--- src/rtl/can_firmware_update_receiver_top_macros.svh ---
// ---------------------------------------------------------------------------
// Assertion macros for the firmware update receiver
// Shared concurrent assertion forms, clocked and reset-qualified.
// ---------------------------------------------------------------------------
`ifndef CAN_FIRMWARE_UPDATE_RECEIVER_TOP_MACROS_SVH
`define CAN_FIRMWARE_UPDATE_RECEIVER_TOP_MACROS_SVH

// same-cycle implication
`define CFUR_ASSERT(label, clk, rst_n, ante, cons) \
	label: assert property (@(posedge clk) disable iff (!rst_n) (ante) |-> (cons)) \
		else $error("cfur assertion failed");

// next-cycle implication
`define CFUR_ASSERT_NEXT(label, clk, rst_n, ante, cons) \
	label: assert property (@(posedge clk) disable iff (!rst_n) (ante) |=> (cons)) \
		else $error("cfur assertion failed");

`endif

--- src/rtl/cfur_pkg.sv ---
// ---------------------------------------------------------------------------
// cfur_pkg
// Types, codes and constants shared by the firmware update receiver.
// ---------------------------------------------------------------------------
`default_nettype none

package cfur_pkg;

	localparam int PAGE_BYTES = 128;
	localparam int PAGE_BEATS = PAGE_BYTES / 8;
	localparam int BEAT_W     = $clog2(PAGE_BEATS);

	localparam logic [7:0]  CMD_BOOT       = 8'h40;
	localparam logic [15:0] HASH_BASE      = 16'h0301;
	localparam logic [7:0]  SUB_CHECK      = 8'h01;
	localparam logic [7:0]  SUB_PAGE_START = 8'h04;
	localparam logic [7:0]  SUB_PAGE_END   = 8'h05;
	localparam logic [7:0]  SUB_UPD_END    = 8'h07;
	localparam logic [63:0] FILL_WORD      = 64'hFFFF_FFFF_FFFF_FFFF;

	localparam logic [31:0] RST_UID        = 32'd1128529920;
	localparam logic [15:0] RST_TIMEOUT    = 16'd400;
	localparam logic [7:0]  RST_PER_IDLE   = 8'd200;
	localparam logic [7:0]  RST_PER_UPD    = 8'd100;

	localparam logic [1:0]  REG_UID        = 2'd0;
	localparam logic [1:0]  REG_TIMEOUT    = 2'd1;
	localparam logic [1:0]  REG_PER_IDLE   = 2'd2;
	localparam logic [1:0]  REG_PER_UPD    = 2'd3;

	typedef enum logic [2:0] {
		K_REPLY  = 3'd0,
		K_BEAT   = 3'd1,
		K_SET    = 3'd2,
		K_CLEAR  = 3'd3,
		K_LAUNCH = 3'd4,
		K_LED    = 3'd5
	} kind_t;

	typedef enum logic [3:0] {
		ACT_NONE,
		ACT_TICK,
		ACT_ENTER,
		ACT_BOOTREQ,
		ACT_DATA,
		ACT_START,
		ACT_END_OK,
		ACT_END_FAIL,
		ACT_LEAVE,
		ACT_ABORT
	} act_t;

	typedef enum logic [1:0] {
		TAIL_NONE,
		TAIL_LAUNCH,
		TAIL_LED
	} tail_t;

	typedef enum logic [2:0] {
		S_IDLE,
		S_EVAL,
		S_CHECK,
		S_BEATS,
		S_REPLY,
		S_SINGLE,
		S_TAIL
	} state_t;

	typedef struct packed {
		logic [31:0] uid;
		logic [15:0] timeout;
		logic [7:0]  per_idle;
		logic [7:0]  per_upd;
	} cfg_t;

	typedef struct packed {
		logic              capture;
		logic              apply_frame;
		logic              apply_tail;
		logic              emit;
		kind_t             kind;
		logic              last;
		logic [BEAT_W-1:0] beat_idx;
	} cmd_t;

	typedef struct packed {
		act_t act;
		logic launch_hit;
		logic led_hit;
		logic out_free;
	} status_t;

endpackage

`default_nettype wire

--- src/rtl/cfur_regs.sv ---
// ---------------------------------------------------------------------------
// cfur_regs
// APB register bank: device id, boot timeout and LED periods.
// ---------------------------------------------------------------------------
`default_nettype none

module cfur_regs (
	input  wire logic          clk,
	input  wire logic          arst_n,
	input  wire logic          psel,
	input  wire logic          penable,
	input  wire logic          pwrite,
	input  wire logic [3:0]    paddr,
	input  wire logic [31:0]   pwdata,
	output logic      [31:0]   prdata,
	output logic               pready,
	output cfur_pkg::cfg_t     cfg
);

	cfur_pkg::cfg_t cfg_q;
	logic           wr_en;
	logic [1:0]     idx;

	assign pready = 1'b1;
	assign wr_en  = psel && penable && pwrite && pready;
	assign idx    = paddr[3:2];
	assign cfg    = cfg_q;

	always_ff @(posedge clk or negedge arst_n) begin
		if (!arst_n) begin
			cfg_q.uid      <= cfur_pkg::RST_UID;
			cfg_q.timeout  <= cfur_pkg::RST_TIMEOUT;
			cfg_q.per_idle <= cfur_pkg::RST_PER_IDLE;
			cfg_q.per_upd  <= cfur_pkg::RST_PER_UPD;
		end else if (wr_en) begin
			unique case (idx)
				cfur_pkg::REG_UID:      cfg_q.uid      <= pwdata;
				cfur_pkg::REG_TIMEOUT:  cfg_q.timeout  <= pwdata[15:0];
				cfur_pkg::REG_PER_IDLE: cfg_q.per_idle <= pwdata[7:0];
				cfur_pkg::REG_PER_UPD:  cfg_q.per_upd  <= pwdata[7:0];
			endcase
		end
	end

	always_comb begin
		unique case (idx)
			cfur_pkg::REG_UID:      prdata = cfg_q.uid;
			cfur_pkg::REG_TIMEOUT:  prdata = {16'd0, cfg_q.timeout};
			cfur_pkg::REG_PER_IDLE: prdata = {24'd0, cfg_q.per_idle};
			cfur_pkg::REG_PER_UPD:  prdata = {24'd0, cfg_q.per_upd};
		endcase
	end

endmodule

`default_nettype wire

--- src/rtl/cfur_datapath.sv ---
// ---------------------------------------------------------------------------
// cfur_datapath
// Frame decode, update state, page buffer, counters and output register.
// ---------------------------------------------------------------------------
`default_nettype none

module cfur_datapath (
	input  wire logic              clk,
	input  wire logic              arst_n,
	input  wire cfur_pkg::cfg_t    cfg,
	input  wire cfur_pkg::cmd_t    cmd,
	output cfur_pkg::status_t      status,
	input  wire logic [95:0]       s_tdata,
	input  wire logic [0:0]        s_tuser,
	output logic                   m_tvalid,
	input  wire logic              m_tready,
	output logic      [79:0]       m_tdata,
	output logic      [2:0]        m_tuser,
	output logic                   m_tlast
);

	// captured beat
	logic        op_q;
	logic [7:0]  cmd_q;
	logic        resp_q;
	logic [15:0] hash_q;
	logic [3:0]  dlc_q;
	logic [63:0] pl_q;

	// update state
	logic        updating_q;
	logic        launched_q;
	logic [7:0]  cur_page_q;
	logic [7:0]  beats_q;
	logic [15:0] ms_q;
	logic [7:0]  led_cnt_q;
	logic        led_state_q;
	logic [7:0]  pg_q;
	logic        ok_q;
	logic [63:0] store_q [cfur_pkg::PAGE_BEATS];

	// output register
	logic        out_valid_q;
	logic [2:0]  out_kind_q;
	logic        out_last_q;
	logic [7:0]  out_page_q;
	logic        out_ok_q;
	logic [3:0]  out_beat_q;
	logic [63:0] out_data_q;
	logic        out_led_q;

	logic             addressed;
	logic [7:0]       b4, b5, b6;
	logic [15:0]      idx_w;
	logic             idx_ok;
	logic [7:0]       period;
	cfur_pkg::act_t   act;

	assign addressed = pl_q[63:32] == cfg.uid;
	assign b4        = pl_q[31:24];
	assign b5        = pl_q[23:16];
	assign b6        = pl_q[15:8];
	assign idx_w     = hash_q - cfur_pkg::HASH_BASE;
	assign idx_ok    = idx_w < 16'(cfur_pkg::PAGE_BEATS);
	assign period    = updating_q ? cfg.per_upd : cfg.per_idle;

	always_comb begin
		act = cfur_pkg::ACT_NONE;
		if (launched_q) begin
			act = cfur_pkg::ACT_NONE;
		end else if (op_q) begin
			act = cfur_pkg::ACT_TICK;
		end else if (cmd_q == cfur_pkg::CMD_BOOT) begin
			if (!updating_q) begin
				if (addressed) begin
					if (dlc_q == 4'd7 && resp_q && b4 == cfur_pkg::SUB_CHECK) begin
						if (b6 == 8'd1)
							act = cfur_pkg::ACT_ENTER;
					end else if (dlc_q == 4'd4) begin
						act = cfur_pkg::ACT_BOOTREQ;
					end
				end
			end else if (dlc_q == 4'd8) begin
				act = cfur_pkg::ACT_DATA;
			end else if (addressed) begin
				case (b4)
					cfur_pkg::SUB_PAGE_START: act = cfur_pkg::ACT_START;
					cfur_pkg::SUB_PAGE_END: begin
						if (cur_page_q == b5 && beats_q == 8'(cfur_pkg::PAGE_BEATS))
							act = cfur_pkg::ACT_END_OK;
						else
							act = cfur_pkg::ACT_END_FAIL;
					end
					cfur_pkg::SUB_UPD_END:    act = cfur_pkg::ACT_LEAVE;
					default:                  act = cfur_pkg::ACT_ABORT;
				endcase
			end
		end
	end

	assign status.act        = act;
	assign status.launch_hit = !launched_q && ms_q >= cfg.timeout && !updating_q;
	assign status.led_hit    = !launched_q && !status.launch_hit && op_q && led_cnt_q >= period;
	assign status.out_free   = !out_valid_q || m_tready;

	always_ff @(posedge clk) begin
		if (cmd.capture) begin
			op_q   <= s_tuser[0];
			cmd_q  <= s_tdata[7:0];
			resp_q <= s_tdata[8];
			hash_q <= s_tdata[24:9];
			dlc_q  <= s_tdata[28:25];
			pl_q   <= s_tdata[92:29];
		end
	end

	always_ff @(posedge clk or negedge arst_n) begin
		if (!arst_n) begin
			updating_q  <= 1'b0;
			launched_q  <= 1'b0;
			cur_page_q  <= 8'd0;
			beats_q     <= 8'd0;
			ms_q        <= 16'd0;
			led_cnt_q   <= 8'd0;
			led_state_q <= 1'b1;
			pg_q        <= 8'd0;
			ok_q        <= 1'b0;
		end else if (cmd.apply_frame) begin
			case (act)
				cfur_pkg::ACT_TICK: begin
					if (ms_q != 16'hFFFF)
						ms_q <= ms_q + 16'd1;
					if (led_cnt_q != 8'hFF)
						led_cnt_q <= led_cnt_q + 8'd1;
				end
				cfur_pkg::ACT_ENTER: updating_q <= 1'b1;
				cfur_pkg::ACT_DATA:  beats_q <= beats_q + 8'd1;
				cfur_pkg::ACT_START: cur_page_q <= b5;
				cfur_pkg::ACT_END_OK: begin
					pg_q    <= b5;
					ok_q    <= 1'b1;
					beats_q <= 8'd0;
				end
				cfur_pkg::ACT_END_FAIL: begin
					pg_q    <= b5;
					ok_q    <= 1'b0;
					beats_q <= 8'd0;
				end
				cfur_pkg::ACT_LEAVE: updating_q <= 1'b0;
				cfur_pkg::ACT_ABORT: begin
					updating_q <= 1'b0;
					pg_q       <= 8'd0;
				end
				default: ;
			endcase
		end else if (cmd.apply_tail) begin
			if (status.launch_hit) begin
				launched_q <= 1'b1;
			end else if (status.led_hit) begin
				led_cnt_q   <= 8'd0;
				led_state_q <= !led_state_q;
			end
		end
	end

	// page buffer
	always_ff @(posedge clk or negedge arst_n) begin
		if (!arst_n) begin
			for (int i = 0; i < cfur_pkg::PAGE_BEATS; i++)
				store_q[i] <= 64'd0;
		end else if (cmd.apply_frame) begin
			if (act == cfur_pkg::ACT_DATA && idx_ok) begin
				store_q[idx_w[cfur_pkg::BEAT_W-1:0]] <= pl_q;
			end else if (act == cfur_pkg::ACT_ABORT) begin
				for (int i = 0; i < cfur_pkg::PAGE_BEATS; i++)
					store_q[i] <= cfur_pkg::FILL_WORD;
			end
		end
	end

	always_ff @(posedge clk or negedge arst_n) begin
		if (!arst_n)
			out_valid_q <= 1'b0;
		else if (cmd.emit)
			out_valid_q <= 1'b1;
		else if (m_tready)
			out_valid_q <= 1'b0;
	end

	always_ff @(posedge clk) begin
		if (cmd.emit) begin
			out_kind_q <= cmd.kind;
			out_last_q <= cmd.last;
			out_page_q <= 8'd0;
			out_ok_q   <= 1'b0;
			out_beat_q <= 4'd0;
			out_data_q <= 64'd0;
			out_led_q  <= 1'b0;
			case (cmd.kind)
				cfur_pkg::K_REPLY: begin
					out_page_q <= pg_q;
					out_ok_q   <= ok_q;
				end
				cfur_pkg::K_BEAT: begin
					out_page_q <= pg_q;
					out_beat_q <= 4'(cmd.beat_idx);
					out_data_q <= store_q[cmd.beat_idx];
				end
				cfur_pkg::K_LED: out_led_q <= led_state_q;
				default: ;
			endcase
		end
	end

	assign m_tvalid = out_valid_q;
	assign m_tuser  = out_kind_q;
	assign m_tlast  = out_last_q;
	assign m_tdata  = {2'd0, out_led_q, out_data_q, out_beat_q, out_ok_q, out_page_q};

endmodule

`default_nettype wire

--- src/rtl/cfur_ctrl.sv ---
// ---------------------------------------------------------------------------
// cfur_ctrl
// Sequencer: capture, evaluate, tail check, then result emission.
// ---------------------------------------------------------------------------
`default_nettype none

`include "can_firmware_update_receiver_top_macros.svh"

module cfur_ctrl (
	input  wire logic          clk,
	input  wire logic          arst_n,
	input  wire logic          s_tvalid,
	output logic               s_tready,
	input  wire cfur_pkg::status_t status,
	output cfur_pkg::cmd_t     cmd
);

	cfur_pkg::state_t            state_q, state_d;
	cfur_pkg::act_t              act_q;
	cfur_pkg::tail_t             tail_q, tail_d;
	logic [cfur_pkg::BEAT_W-1:0] beat_q;
	logic                        beat_end;
	cfur_pkg::state_t            after_frame;

	assign beat_end    = beat_q == cfur_pkg::BEAT_W'(cfur_pkg::PAGE_BEATS - 1);
	assign after_frame = (tail_q != cfur_pkg::TAIL_NONE) ? cfur_pkg::S_TAIL : cfur_pkg::S_IDLE;

	always_comb begin
		if (status.launch_hit)
			tail_d = cfur_pkg::TAIL_LAUNCH;
		else if (status.led_hit)
			tail_d = cfur_pkg::TAIL_LED;
		else
			tail_d = cfur_pkg::TAIL_NONE;
	end

	always_comb begin
		state_d = state_q;
		unique case (state_q)
			cfur_pkg::S_IDLE:  if (s_tvalid) state_d = cfur_pkg::S_EVAL;
			cfur_pkg::S_EVAL:  state_d = cfur_pkg::S_CHECK;
			cfur_pkg::S_CHECK: begin
				case (act_q)
					cfur_pkg::ACT_END_OK,
					cfur_pkg::ACT_ABORT:    state_d = cfur_pkg::S_BEATS;
					cfur_pkg::ACT_END_FAIL: state_d = cfur_pkg::S_REPLY;
					cfur_pkg::ACT_ENTER,
					cfur_pkg::ACT_BOOTREQ:  state_d = cfur_pkg::S_SINGLE;
					default: state_d = (tail_d != cfur_pkg::TAIL_NONE) ?
						cfur_pkg::S_TAIL : cfur_pkg::S_IDLE;
				endcase
			end
			cfur_pkg::S_BEATS: begin
				if (status.out_free && beat_end)
					state_d = (act_q == cfur_pkg::ACT_END_OK) ? cfur_pkg::S_REPLY : after_frame;
			end
			cfur_pkg::S_REPLY,
			cfur_pkg::S_SINGLE: if (status.out_free) state_d = after_frame;
			cfur_pkg::S_TAIL:   if (status.out_free) state_d = cfur_pkg::S_IDLE;
		endcase
	end

	always_comb begin
		s_tready        = 1'b0;
		cmd.capture     = 1'b0;
		cmd.apply_frame = 1'b0;
		cmd.apply_tail  = 1'b0;
		cmd.emit        = 1'b0;
		cmd.kind        = cfur_pkg::K_REPLY;
		cmd.last        = 1'b0;
		cmd.beat_idx    = beat_q;
		unique case (state_q)
			cfur_pkg::S_IDLE: begin
				s_tready    = 1'b1;
				cmd.capture = s_tvalid;
			end
			cfur_pkg::S_EVAL:  cmd.apply_frame = 1'b1;
			cfur_pkg::S_CHECK: cmd.apply_tail  = 1'b1;
			cfur_pkg::S_BEATS: begin
				cmd.emit = status.out_free;
				cmd.kind = cfur_pkg::K_BEAT;
				cmd.last = beat_end && act_q == cfur_pkg::ACT_ABORT &&
					tail_q == cfur_pkg::TAIL_NONE;
			end
			cfur_pkg::S_REPLY: begin
				cmd.emit = status.out_free;
				cmd.kind = cfur_pkg::K_REPLY;
				cmd.last = tail_q == cfur_pkg::TAIL_NONE;
			end
			cfur_pkg::S_SINGLE: begin
				cmd.emit = status.out_free;
				cmd.kind = (act_q == cfur_pkg::ACT_ENTER) ? cfur_pkg::K_CLEAR : cfur_pkg::K_SET;
				cmd.last = tail_q == cfur_pkg::TAIL_NONE;
			end
			cfur_pkg::S_TAIL: begin
				cmd.emit = status.out_free;
				cmd.kind = (tail_q == cfur_pkg::TAIL_LAUNCH) ? cfur_pkg::K_LAUNCH : cfur_pkg::K_LED;
				cmd.last = 1'b1;
			end
		endcase
	end

	always_ff @(posedge clk or negedge arst_n) begin
		if (!arst_n) begin
			state_q <= cfur_pkg::S_IDLE;
			act_q   <= cfur_pkg::ACT_NONE;
			tail_q  <= cfur_pkg::TAIL_NONE;
			beat_q  <= '0;
		end else begin
			state_q <= state_d;
			if (state_q == cfur_pkg::S_EVAL)
				act_q <= status.act;
			if (state_q == cfur_pkg::S_CHECK) begin
				tail_q <= tail_d;
				beat_q <= '0;
			end else if (state_q == cfur_pkg::S_BEATS && status.out_free) begin
				beat_q <= beat_q + 1'b1;
			end
		end
	end

	`CFUR_ASSERT(a_emit_free, clk, arst_n, cmd.emit, status.out_free)
	`CFUR_ASSERT_NEXT(a_accept_eval, clk, arst_n, s_tvalid && s_tready, state_q == cfur_pkg::S_EVAL)
	`CFUR_ASSERT(a_beats_act, clk, arst_n, state_q == cfur_pkg::S_BEATS, act_q == cfur_pkg::ACT_END_OK || act_q == cfur_pkg::ACT_ABORT)
	`CFUR_ASSERT(a_beat_last, clk, arst_n, cmd.emit && cmd.last && cmd.kind == cfur_pkg::K_BEAT, beat_end)

endmodule

`default_nettype wire

--- src/rtl/can_firmware_update_receiver_top.sv ---
// ---------------------------------------------------------------------------
// can_firmware_update_receiver_top
// Bootloader receiver: CAN frames and ms ticks in, flash and control events out.
// ---------------------------------------------------------------------------
//  channel   dir   handshake            contents
//  s_*       in    s_tvalid/s_tready    one frame or tick per beat
//  m_*       out   m_tvalid/m_tready    one event per beat, m_tlast on the final one
//  apb       in    psel/penable/pready  four config registers at 0x0..0xC
//
//  An input passes through capture, evaluate and tail check, then one result beat
//  is emitted per cycle while m_tready does not stall it; a page write is 17 results.
//  Reset clears update state, counters and page buffer at once; no clearing pass.
//  A stalled m_tready holds the sequencer; the next input is taken once the
//  last result sits in the output register.
// ---------------------------------------------------------------------------
`default_nettype none

module can_firmware_update_receiver_top (
	input  wire logic        clk,
	input  wire logic        arst_n,
	input  wire logic        s_tvalid,
	output logic             s_tready,
	// command[7:0], response_bit[8], frame_hash[24:9], length_code[28:25], payload[92:29]
	input  wire logic [95:0] s_tdata,
	// operation[0]
	input  wire logic [0:0]  s_tuser,
	output logic             m_tvalid,
	input  wire logic        m_tready,
	// page_number[7:0], page_ok[8], beat_index[12:9], flash_data[76:13], led_level[77]
	output logic      [79:0] m_tdata,
	// kind[2:0]
	output logic      [2:0]  m_tuser,
	output logic             m_tlast,
	input  wire logic        psel,
	input  wire logic        penable,
	input  wire logic        pwrite,
	input  wire logic [3:0]  paddr,
	input  wire logic [31:0] pwdata,
	output logic      [31:0] prdata,
	output logic             pready
);

	cfur_pkg::cfg_t    cfg;
	cfur_pkg::cmd_t    cmd;
	cfur_pkg::status_t status;

	cfur_regs u_regs (
		.clk     (clk),
		.arst_n  (arst_n),
		.psel    (psel),
		.penable (penable),
		.pwrite  (pwrite),
		.paddr   (paddr),
		.pwdata  (pwdata),
		.prdata  (prdata),
		.pready  (pready),
		.cfg     (cfg)
	);

	cfur_datapath u_dp (
		.clk      (clk),
		.arst_n   (arst_n),
		.cfg      (cfg),
		.cmd      (cmd),
		.status   (status),
		.s_tdata  (s_tdata),
		.s_tuser  (s_tuser),
		.m_tvalid (m_tvalid),
		.m_tready (m_tready),
		.m_tdata  (m_tdata),
		.m_tuser  (m_tuser),
		.m_tlast  (m_tlast)
	);

	cfur_ctrl u_ctrl (
		.clk      (clk),
		.arst_n   (arst_n),
		.s_tvalid (s_tvalid),
		.s_tready (s_tready),
		.status   (status),
		.cmd      (cmd)
	);

endmodule

`default_nettype wire

--- config.mk ---
export PLATFORM = sky130hd
export DESIGN_NAME = can_firmware_update_receiver_top
export DESIGN_NICKNAME = d
export VERILOG_FILES = /design/src/rtl/cfur_pkg.sv /design/src/rtl/cfur_regs.sv /design/src/rtl/cfur_datapath.sv /design/src/rtl/cfur_ctrl.sv /design/src/rtl/can_firmware_update_receiver_top.sv
export VERILOG_INCLUDE_DIRS = /design/src /design/src/rtl
export SDC_FILE = /design/constraint.sdc
export NUM_CORES = 2
export LEC_CHECK = 0
export BUFFER_PORTS_ARGS = -buffer_cell sky130_fd_sc_hd__buf_2
export CAP_MARGIN = 20
export CORE_MARGIN = 2
export CORE_UTILIZATION = 34
export CTS_CLUSTER_DIAMETER = 80
export DETAILED_ROUTE_END_ITERATION = 16
export GPL_ROUTABILITY_DRIVEN = 0
export SETUP_SLACK_MARGIN = 0.4
export SYNTH_ARGS = -nofsm -noshare
export SYNTH_HDL_FRONTEND = slang
export SYNTH_SLANG_ARGS = --single-unit
--- constraint.sdc ---
create_clock -name clk -period 11.7 [get_ports clk]
set_input_delay 0.585 -clock clk [delete_from_list [all_inputs] [get_ports clk]]
set_output_delay 0.585 -clock clk [all_outputs]
set_load 0.05 [all_outputs]
==> metrics <==
status completed; Seq cells post-synth 1330; f_max roughly 160 MHz; CTS Buf Count ~140; clk buf depth 3; Max IR drop VDD roughly 160 µV; Hold EP u_regs.cfg[53]$_DFFE_PN0P_; CTS tree yes; non-filler cells, final roughly 6300; ys async rst share 0.868; initial antenna violation count 9; Least-Margin Pin Slew between 1 and 1.5 ns; Worst Setup SP u_dp.pl_q[60]$_DFFE_PP_; crit-path max FO 47; CP arrival slightly below 7 ns; final setup TNS 0 ns; Leak between 20 and 30 nW; Detail Placement HPWL 101000 µm; worst reg2reg path depth 9; R2R Path End u_dp.store_q[957]$_DFFE_PN0P_; Initial Utilization 0.341; Crit Path Category register to register; Layout Skew 0.0261 ns; worst hold path type primary input to register; P&R area growth vs syn 13.9%; drt initial violations roughly 3800; Post-Syn Instances approximately 3800; Fill cells about 16000; # IOs roughly 260; max-cap violation count 0; final period utilization 0.527; RR Startpoint u_dp.pl_q[60]$_DFFE_PP_; drt total wl around 180000 µm; Worst-Skew Late Latency between 0.7 and 0.8 ns; Post-synth EDFFs between 150 and 200; WP data required 12.40 ns; share of layout cells above drive strength 1 0.242; vias in the first global route 38989; Die Footprint 173000 µm²; clock-pin slew on the worst setup and hold paths approximately 0.06 ns; core area between 150000 and 200000 µm²; gr ovfl total 0; final number of hold-violating endpoints 0; Clock Sinks between 1000 and 1500; fin util 0.389; global-route wire length before repair about 270000 µm; Chip Height approximately 420 µm; Pwr Density ~170 nW/µm²; unrepaired setup endpoints after global routing false; Post-route DRC 0; clk root buf clkbuf_16; Critical Path Start Type register; Synth Cell Area roughly 58000 µm²; H-tree depth 4; post-synthesis sequential area ratio 0.593; Via density just under 6; die span in x between 400 and 500 µm; hold path startpoint pwdata[21]; hold path cells 2; Synth cell types 66; final net count between 4000 and 5000; placed cells approximately 5900; final setup fails 0; WL/cell 29.4 µm; num rows about 150; pin count of the biggest net entering global routing ~170; Hold WS 0.0473 ns; warnings from Yosys 0; DRT Pass-1 Iters 7; Antenna Nets Post-Route 0; I/O Buffers 250; FF-to-FF setup slack roughly 5.5 ns; normalized max-slew margin 0.262; syn avg cell area 15.1 µm²; GRT Util Overall 0.212; fin crit period a little over 6 ns; Slew Viols, Final 0; detailed-route via count about 37000; CP endpoint kind register; Post-synth top flop dfrtp_1
[layout by cell type, fill, tap and decap left out, types with 8 or more instances in the layout]
cell / n
a21o_1: 13
a21oi_1: 15
a21oi_4: 16
and2_1: 98
and3_1: 12
buf_2: 250
buf_4: 70
clkbuf_1: 34
clkbuf_16: 140
clkbuf_8: 17
clkinv_1: 17
clkinv_2: 21
dfrtp_1: 1135
dfstp_2: 15
dlygate4sd3_1: 99
edfxtp_1: 176
ha_1: 29
inv_1: 28
inv_6: 8
mux2_2: 59
mux2i_1: 16
mux4_2: 328
nand2_1: 93
nand2b_1: 9
nand3_1: 27
nand3_4: 15
nand4_1: 22
nor2_1: 51
nor2b_1: 11
nor3_1: 10
nor4_1: 9
o21ai_0: 32
o22a_1: 1024
xnor2_1: 46
xor2_1: 21
[power breakdown]
group	internal (mW)	switching, mW	total (mW)	leakage [nW]
clock network	2.38	1.86	4.24	2.11
logic	0.555	1.05	1.61	8.37
registers	4.97	0.466	5.43	17.6
[synthesized netlist by cell type, drive strengths merged, types with 3 or more instances]
cell     count  area, µm²
a2111oi      4       35.0
a21o        13       97.6
a21oi       31        305
a31oi        6       37.5
and2        99        619
and3        12       75.1
buf        161       1170
clkbuf     278       1040
dfrtp     1139      28500
dfstp       15        394
edfxtp     176       5290
ha          29        363
inv         28        105
mux2        59        664
mux2i       16        160
mux4       328       7390
nand2       93        349
nand2b       9       56.3
nand3       42        250
nand4       22        138
nor2        53        199
nor2b       11       68.8
nor3        13       70.1
nor3b        3       27.5
nor4        13        103
nor4b        3       26.3
o211ai       3       22.5
o21a         5       37.5
o21ai       33        165
o22a      1024       8970
o31ai        5       37.5
or2          4       25.0
or3          4       25.0
or4          7       60.1
xnor2       46        403
xor2        21        184
[cell families after synthesis]
family                     Yosys count  share of synthesized area
adders and majority gates           29                    0.00629
other                                2                   0.000130
buffers and inverters              467                     0.0403
and+or+nand+nor                    399                     0.0381
xor gates and xnor gates            67                     0.0102
AOI/OAI and AO/OA                 1133                      0.170
muxes                              403                      0.142
DFF                               1330                      0.593
[layout make-up]
cell class	count	area, µm²	area share
antenna	2	5.00	0.0000762
clock buffer	191	3860	0.0588
clock inverter	58	422	0.00642
inverter	28	105	0.00160
multi-input combinational	2034	21400	0.326
sequential	1330	34200	0.521
tap	2218	2780	0.0422
timing repair buffer	427	2930	0.0446
[worst max-delay path: stages, from the launching register on]
cell	delay, ns
edfxtp_1	0.73
xnor2_1	0.55
nand4_1	0.32
nor4_2	0.93
and2_1	0.32
a21oi_1	0.27
o41a_2	0.80
a21oi_4	0.89
buf_4	0.93
o22a_1	0.24
[what timing repair did]
item                                   CTS  global route
hold buffers                            99             0
setup buffers                            0             0
setup endpoints to repair                0             0
endpoints found under the hold margin  209             0
resized for setup                        0             0
[flip-flops by register name, summed over array words and instances, names as in the netlist, 8 cells and up]
register,cells
u_dp.pl_q,64
u_dp.cmd_q,8
u_dp.store_q,1024
u_dp.cur_page_q,8
u_dp.out_data_q,64
u_dp.out_page_q,8
u_regs.cfg,64
u_dp.ms_q,16
u_dp.beats_q,8
u_dp.led_cnt_q,8
u_dp.pg_q,8
u_dp.hash_q,16
[worst max path at each step]
stage / end
6_report: u_dp.store_q[957]$_DFFE_PN0P_
5_1_grt: u_dp.store_q[945]$_DFFE_PN0P_
4_1_cts: u_dp.store_q[957]$_DFFE_PN0P_
3_5_place_dp: u_dp.store_q[957]$_DFFE_PN0P_
3_3_place_gp: u_dp.store_q[526]$_DFFE_PN0P_
2_1_floorplan: u_dp.m_tlast$_SDFFCE_PP0P_
[metal layers]
metal,global-route usage,vias to the layer above,wire length (µm)
met4,0.0929,14,7900
li1,-,15211,-
met1,0.260,20186,71500
met5,0,-,96
met2,0.368,1482,94500
met3,0.0343,448,10900
[stage by stage]
stage,power [mW],cell area (µm²),setup WS (ns)
after CTS,11.4,65700,5.37
after floorplan,6.49,57700,6.87
after global routing,11.7,65700,5.38
after detailed placement,7.11,60400,5.42
after global placement,7.10,60400,5.28
final,11.3,65700,5.54
No activity file was read; power rests on OpenSTA's default activity.
